`config.mk`:
```
export PLATFORM = sky130hd
export DESIGN_NAME = calvs_ctrl
export DESIGN_NICKNAME = d
export VERILOG_FILES = /design/src/rtl/calvs_pkg.sv /design/src/rtl/calvs_ctrl.sv
export SDC_FILE = /design/constraint.sdc
export NUM_CORES = 1
export LEC_CHECK = 0
export BUFFER_PORTS_ARGS = -buffer_cell sky130_fd_sc_hd__buf_2
export CAP_MARGIN = 5
export CELL_PAD_IN_SITES_DETAIL_PLACEMENT = 1
export CELL_PAD_IN_SITES_GLOBAL_PLACEMENT = 2
export CORE_AREA = 2 2 39 41
export CTS_BUF_LIST = sky130_fd_sc_hd__clkbuf_8 sky130_fd_sc_hd__clkbuf_16
export DETAILED_ROUTE_END_ITERATION = 12
export DIE_AREA = 0 0 41 43
export PLACE_DENSITY_LB_ADDON = 0.15
export SLEW_MARGIN = 15
export SYNTH_ARGS = -nofsm -noshare
export SYNTH_HDL_FRONTEND = slang
export SYNTH_SLANG_ARGS = --single-unit
export TNS_END_PERCENT = 100
```
`constraint.sdc`:
```
create_clock -name clk -period 1 [get_ports clk]
set_clock_uncertainty 0.1 [all_clocks]
set_input_delay 0.1 -clock clk [delete_from_list [all_inputs] [get_ports clk]]
set_output_delay 0.1 -clock clk [all_outputs]
set_load 0.02 [all_outputs]
```
`src/rtl/calvs_pkg.sv`:
```
// ----------------------------------------------------------------------------
// calvs_pkg: shared types and constants
// Operation codes, controller states and the controller/datapath link.
// ----------------------------------------------------------------------------
package calvs_pkg;

  localparam int SETS_DEF   = 64;
  localparam int WAYS_DEF   = 8;
  localparam int WINDOW_DEF = 4;

  localparam int FUNC_W  = 2;
  localparam int SET_W   = 6;
  localparam int WAY_W   = 3;
  localparam int STAMP_W = 64;
  localparam int PEN_W   = 32;

  typedef enum logic [FUNC_W-1:0] {
    FN_TOUCH = 2'd0,
    FN_FILL  = 2'd1,
    FN_INVAL = 2'd2,
    FN_VICT  = 2'd3
  } func_t;

  typedef enum logic [2:0] {
    ST_IDLE,
    ST_READ,
    ST_RANK,
    ST_SUM,
    ST_WRITE,
    ST_DONE
  } state_t;

  typedef struct packed {
    logic load;
    logic read;
    logic rank;
    logic sum;
    logic write;
  } ctl_cmd_t;

  typedef struct packed {
    logic is_victim;
  } ctl_sts_t;

endpackage

```
`src/rtl/calvs_ctrl.sv`:
```
// ----------------------------------------------------------------------------
// calvs_ctrl: sequencer
// Steps each transfer through read and write-back phases, with rank and sum phases between them for victim choice.
// ----------------------------------------------------------------------------
module calvs_ctrl (
  input  logic                clk,
  input  logic                rst_n,
  input  logic                in_fire,
  input  logic                out_free,
  input  calvs_pkg::ctl_sts_t sts,
  output calvs_pkg::ctl_cmd_t cmd,
  output logic                busy,
  output logic                done
);
  import calvs_pkg::*;

  state_t state_r, state_nxt;

  always_ff @(posedge clk) begin
    if (!rst_n) state_r <= ST_IDLE;
    else        state_r <= state_nxt;
  end

  always_comb begin
    state_nxt = state_r;
    cmd       = '0;
    busy      = 1'b1;
    done      = 1'b0;
    unique case (state_r)
      ST_IDLE: begin
        busy = 1'b0;
        if (in_fire) begin
          cmd.load  = 1'b1;
          state_nxt = ST_READ;
        end
      end
      ST_READ: begin
        cmd.read  = 1'b1;
        state_nxt = sts.is_victim ? ST_RANK : ST_WRITE;
      end
      ST_RANK: begin
        cmd.rank  = 1'b1;
        state_nxt = ST_SUM;
      end
      ST_SUM: begin
        cmd.sum   = 1'b1;
        state_nxt = ST_WRITE;
      end
      ST_WRITE: begin
        cmd.write = 1'b1;
        state_nxt = ST_DONE;
      end
      ST_DONE: begin
        if (out_free) begin
          done      = 1'b1;
          state_nxt = ST_IDLE;
        end
      end
      default: state_nxt = ST_IDLE;
    endcase
  end

endmodule

```
=== Yosys cells after proc, flatten, opt, wreduce, memory -nomap -nowiden ===
Index checks and enable logic that the tools add are counted.

* Register bits: 3
* Input port bits: 5
* Output and inout bits: 7
* Word-level logic and storage cells: 23

* Equal/unequal tests: 7
* Mux-type cells: 13
* Reduce and logical (&&, ||, !) cells: 2

{| class="wikitable"
|+ Operator list
! operator !! count
|-
| $pmux 3 s6 || 1
|-
| $mux 1 || 9
|-
| $mux 3 || 3
|-
| $eq 3x2->1 const B || 2
|-
| $eq 3x3->1 const B || 2
|-
| $ne 2x2->1 const B || 2
|-
| $eq 3x1->1 const B || 1
|-
| $logic_not 3->1 || 1
|-
| $reduce_and 2->1 || 1
|}

=== Depth between registers and ports, before layout ===
Gate-level depths: netlist (run 1).

* Depth after elaboration: 3
* Gate-level depth with buffers: 4
* Depth with buffers taken out: 3

=== Least setup slack after synthesis (run 1) ===
OpenSTA, ideal clock, no wires.

* Path type: register -> output
* From: reg state_r[1]
* To: out cmd[4] (netlist bit)
* Arrival: 1.046 ns
* Data required time: 0.800 ns
* Setup slack: -0.246 ns
* Stages on the path, launching flop included: 4
* Path buffers: 1
* Cells stage by stage: dfxtp_1 buf_6 or3_4 nor2_2

{| class="wikitable"
|+ RTL lines
! element !! line !! text
|-
| start, declared || calvs_ctrl.sv:17 || <nowiki>state_t state_r, state_nxt;</nowiki>
|-
| start signal, assigned || calvs_ctrl.sv:21 || <nowiki>else state_r <= state_nxt;</nowiki>
|-
| end, declared || calvs_ctrl.sv:11 || <nowiki>output calvs_pkg::ctl_cmd_t cmd,</nowiki>
|}

==> flow_summary.toml, run 1 <==
[outcome]
status = "finished with violations"
violations = "negative setup slack"

[critical_path]
crit_required_ps = 800
cp_slowest_cell = "or3_4"
start_kind = "flop"
critPathMaxStageDelay_ps = 380
cp-end-kind = "output port"
cp_num_buf_inv = 1
path_max_fanout = 4
path_cells = "or3_4, nor2_4, buf_6"
cp.depth = 3
cp_top_family = "simple AND/OR/NAND/NOR gates"
critical_path_class = "reg -> out"
arrival_ps = 1120
worstRegToRegCells = 4

[grt]
antenna_found_initial = 0
grt_max_degree = 7
grt.overflow.total = 0
grt_pass1_vias = 293
grt_first_pass_wirelength_um = 1150
grt_usage_pct = 10.2

[power_and_ir_drop]
switching_share_pct = 27.8
ir_drop_v = 0.000564
pwr_density_cell_nw_per_um2 = 1450
combPwrFrac_pct = 34.1
switchingPower_uw = 201
internal_power_uw = 523
clockPowerShare_pct = 46.5
power_frac_seq_pct = 19.4
leakage_nw = 0.231

[yosys]
synth_warnings = 0
synth_fp_nets = 31
synth_area_leaders = "dfxtp_1 (29%), and2b_2 (8.3%), a21oi_1 (7.1%)"
synthFlopType = "dfxtp_1"
synth.avg_cell_area_um2 = 8.08
yosys_register_bits = 3
synth_enable_flop_cells = 0
synth-seq-area-share_pct = 28.6
synth_area_leader_cell = "dfxtp_1"
synthCells = 26
async_flop_share_pct = 0
ys_types = 17
synth.top_cell.area_share_pct = 28.6
syn-cell-area_um2 = 210

[finish]
post-route-util_pct = 36.1
largest-register = "state_r"
final_cells = 65
area_growth_pct = 137
drive_gt1_share_pct = 81.6
top_regs = "state_r (3)"
fin_nets = 55
fin_area_um2 = 499
n_antenna_cell = 0
largest_register_ffs = 3

[floorplan]
die-area_um2 = 1760
start_util_pct = 15.2
die_x_um = 41
rows = 14
io_pins = 12
core_um2 = 1380
die_y_um = 43

[cts]
htreeDepth = 1
clockBufferDepth = 2
clk_pin_slew_ps = 30
cts_root_buffer = "clkbuf_8"
cts_tree = "built"
clock_latency_ps = 210
clock-sinks = 3
numCtsBuffers = 3

[min_path]
hold_path_depth = 2
worst_hold_path_type = "in -> reg"

[timing]
tightest_slew_ps = 143
setup_slack_ps = -322
setup_viol = 10
hold_violations = 0
relSlewSlack_pct = 90.4
report.final.slew_viol_count = 0
period_needed_ps = 1320
setup_tns_ps = -2070
rsz0062_at_grt = "yes"
fmax_mhz = 757
finalCritPeriodShare_pct = 132

[drt]
ant_nets = 0
wl_per_cell_um = 11.4
drc = 0
viasPerCell = 4.18
first_pass_iters = 2
drt_iter0_markers = 3
drt-total-wl_um = 740
vias = 272

[placement]
gp_congestion = 0.661
hpwlAfterDp_um = 505
dpl-instance-area_um2 = 332
dp.cells = 57
port-buffer-count = 11

[run]
max-cap-violations = 0
## cells in the mapped netlist, types with 2 or more instances
cell and n:
nor3_1 2, dfxtp_1 3, a21oi_1 3, inv_1 2
and2b_2 2, and3_2 2, nor3b_1 2
## timing repair
item | in CTS | in global routing
hold buffers | 0 | 0
pin swaps | 8 | 3
resized for setup | 21 | 8
endpoints found under the setup margin | 10 | 10
cloned | 0 | 0
setup buffers | 4 | 2
## final cells by class
| cell class | count | area (um2) |
|---|---|---|
| well taps | 16 | 20.0 |
| clock inverters | 1 | 3.75 |
| inverters | 2 | 10.0 |
| fillers | 167 | 885 |
| repair buffers | 20 | 168 |
| flip-flops and latches | 3 | 63.8 |
| clock buffers | 3 | 41.3 |
| multi-input cells | 20 | 193 |
## layer usage
metal / vias to the layer above / track usage (%) / wire length, um
met3: 2 / 4.71 / 49
met4: 0 / 6.00 / 11
met1: 127 / 10.2 / 289
met2: 8 / 16.3 / 390
met5: - / 0 / 0
li1: 135 / - / -
## power groups by stage
stage / registers [mW] / clock network, mW / logic (mW)
floorplan: 0.145 / 0 / 0.105
global placement: 0.140 / 0 / 0.168
detailed placement: 0.141 / 0 / 0.171
CTS: 0.141 / 0.346 / 0.221
global route: 0.142 / 0.360 / 0.267
finish: 0.140 / 0.337 / 0.247
## worst register-to-register path: cells and delay by family (launching register included)
kind | cells | cell delay, ps
flip-flops | 1 | 340
AND/OR/NAND/NOR | 2 | 300
AO/OA/AOI/OAI | 1 | 130
buffers and inverters | 1 | 120
## cell usage in the layout, fill, tap and decap left out, types with 2 or more instances in the layout
cell / n
and2b_2: 2
and3_4: 2
buf_2: 5
buf_4: 7
buf_6: 8
clkbuf_8: 3
dfxtp_2: 3
inv_1: 2
## logic make-up after synthesis
logic type,count (synthesis),synth area share (%)
buffers and inverters,3,8.93
AO/OA/AOI/OAI,5,13.1
AND/OR/NAND/NOR,15,49.4
flip-flops,3,28.6
## path summary, 6_finish.rpt
path                   start    endpoint  slack, ps
setup / recovery  state_r[0]      cmd[4]       -320
hold reg to reg   state_r[2]  state_r[2]        530
hold / removal         rst_n  state_r[0]         50
setup reg to reg  state_r[1]  state_r[1]       -110
## stage by stage
step | total power, mW | hold slack [ps] | setup slack, ps
after floorplan | 0.249 | 146 | -163
after global placement | 0.308 | 253 | -148
after detailed placement | 0.312 | 266 | -164
after CTS | 0.707 | 51.9 | -350
after global routing | 0.769 | 59.2 | -364
final | 0.724 | 48.5 | -322
(Power assumes the default switching activity.)
==> run 2, diff against run 1 <==
Settings changed: BUFFER_PORTS_ARGS -buffer_cell sky130_fd_sc_hd__buf_2 to default, CAP_MARGIN 5 to default, DONT_BUFFER_PORTS from default to 1.
==> run 2 against run 1 <==
  * The run still ends with negative setup slack left
  * Clock power is essentially flat
  * Maximum frequency increased by 1.2%
  * Core utilization fell by 2.9 points
  * Sequential share of layout area is 1.7 points higher
  * Wire length grew 3.9%
  * Flip-flop and latch count unchanged
  * Largest power group unchanged
  * Critical path depth shrank 1
  * Combinational power is 13% lower
==> flow_summary.toml, run 2 (synthesis gave the netlist of run 1 again) <==
[outcome]
status = "finished with violations"
violations = "negative setup slack"

[grt]
grt_pass1_vias = 292
antenna_found_initial = 0
grt_usage_pct = 9.72
grt.overflow.total = 0
grt_max_degree = 7
grt_first_pass_wirelength_um = 1120

[drt]
ant_nets = 0
viasPerCell = 4.13
drt-total-wl_um = 769
vias = 256
first_pass_iters = 2
wl_per_cell_um = 12.4
drt_iter0_markers = 1
drc = 0

[critical_path]
start_kind = "flop"
path_cells = "or3_4, buf_4"
worstSetupStartpoint = "state_r[0]"
cp_slowest_cell = "or3_4"
path_max_fanout = 6
cp-end-kind = "output port"
critical_path_class = "reg -> out"
arrival_ps = 1110
critPathMaxStageDelay_ps = 390
crit_required_ps = 800
rr_startpoint = "state_r[2]"

[finish]
post-route-util_pct = 33.2
n_antenna_cell = 0
area_growth_pct = 118
final_cells = 62
fill_cells = 165
layout_common_cells = "buf_4 (12), clkbuf_8 (3), dlygate4sd3_1 (3)"
top_regs = "state_r (3)"
largest_register_ffs = 3
mostFrequentLayoutCell = "buf_4"
fin_nets = 52
largest-register = "state_r"
multi_input_area_um2 = 175
drive_gt1_share_pct = 71.7
regArea_um2 = 66.3

[power_and_ir_drop]
p_total_uw = 697
leakage_nw = 0.212
pwr_density_cell_nw_per_um2 = 1520
ir_drop_v = 0.000721

[cts]
cts_root_buffer = "clkbuf_8"
clockBufferDepth = 2
cts_tree = "built"
numCtsBuffers = 3
clk_pin_slew_ps = 30
htreeDepth = 1
clock-sinks = 3
clock_latency_ps = 210

[placement]
port-buffer-count = 0
dp.cells = 50
gp_congestion = 0.622
hpwlAfterDp_um = 491

[timing]
period_needed_ps = 1310
finalCritPeriodShare_pct = 131
rsz0062_at_grt = "yes"
relSlewSlack_pct = 88.7
hold_violations = 0
fmax_mhz = 765
setup_slack_ps = -307
setup_viol = 10
tightest_slew_ps = 168
report.final.slew_viol_count = 0

[min_path]
worst_hold_path_type = "in -> reg"
min_from = "sts"

[floorplan]
start_util_pct = 15.2
die_y_um = 43
die-area_um2 = 1760
core_um2 = 1380
die_x_um = 41
rows = 14
io_pins = 12

[run]
max-cap-violations = 0
## run 2: repair_timing
item                                    4_1_cts  5_1_grt
endpoints found under the setup margin       10       10
gates resized for setup                       8        6
hold buffers                                  3        0
buffers inserted                              3        2
pin swaps                                     5        4
hold endpoints to repair                      3        0
## run 2: routing by layer
metal / vias to the layer above / global-route usage (%) / routed length [um]
met5: - / 0 / 0
met4: 0 / 8.00 / 0
met3: 0 / 3.14 / 35
met2: 6 / 14.1 / 468
met1: 120 / 10.9 / 265
li1: 130 / - / -
## run 2: where the power goes
part,internal (mW),leakage [nW],switching (mW)
Sequential,0.131,0.0261,0.0135
Clock,0.261,0.0269,0.0770
Combinational,0.116,0.159,0.0991
Total,0.508,0.212,0.190
## run 2: critical path, delay by kind of cell (launching register included)
| family | cells | cell delay [ps] |
|---|---|---|
| buffers and inverters | 1 | 170 |
| DFF | 1 | 340 |
| and+or+nand+nor | 1 | 390 |
## run 2: area by class of cell
type | count | area share, %
clock buffer | 3 | 8.99
clock inverter | 1 | 0.817
inverter | 2 | 2.18
multi-input combinational | 20 | 38.1
sequential | 3 | 14.4
tap | 16 | 4.36
timing repair buffer | 17 | 31.1
## run 2: stage by stage
step / setup WS, ps / hold slack, ps / TNS, ps / instance area, um2
final: -307 / 2.04 / -1870 / 459
after detailed placement: -125 / 159 / -848 / 307
after global routing: -335 / 13.8 / -2300 / 459
after CTS: -316 / 0.385 / -1780 / 420
after global placement: -112 / 157 / -734 / 307
after floorplan: -163 / 146 / -347 / 230
## run 2: path summary, 6_finish.rpt
check / to / depth (start not counted) / slack, ps
max: busy / 2 / -310
min: state_r[2] / 3 / 2
min reg2reg: state_r[1] / 2 / 490
max reg2reg: state_r[0] / 5 / -140
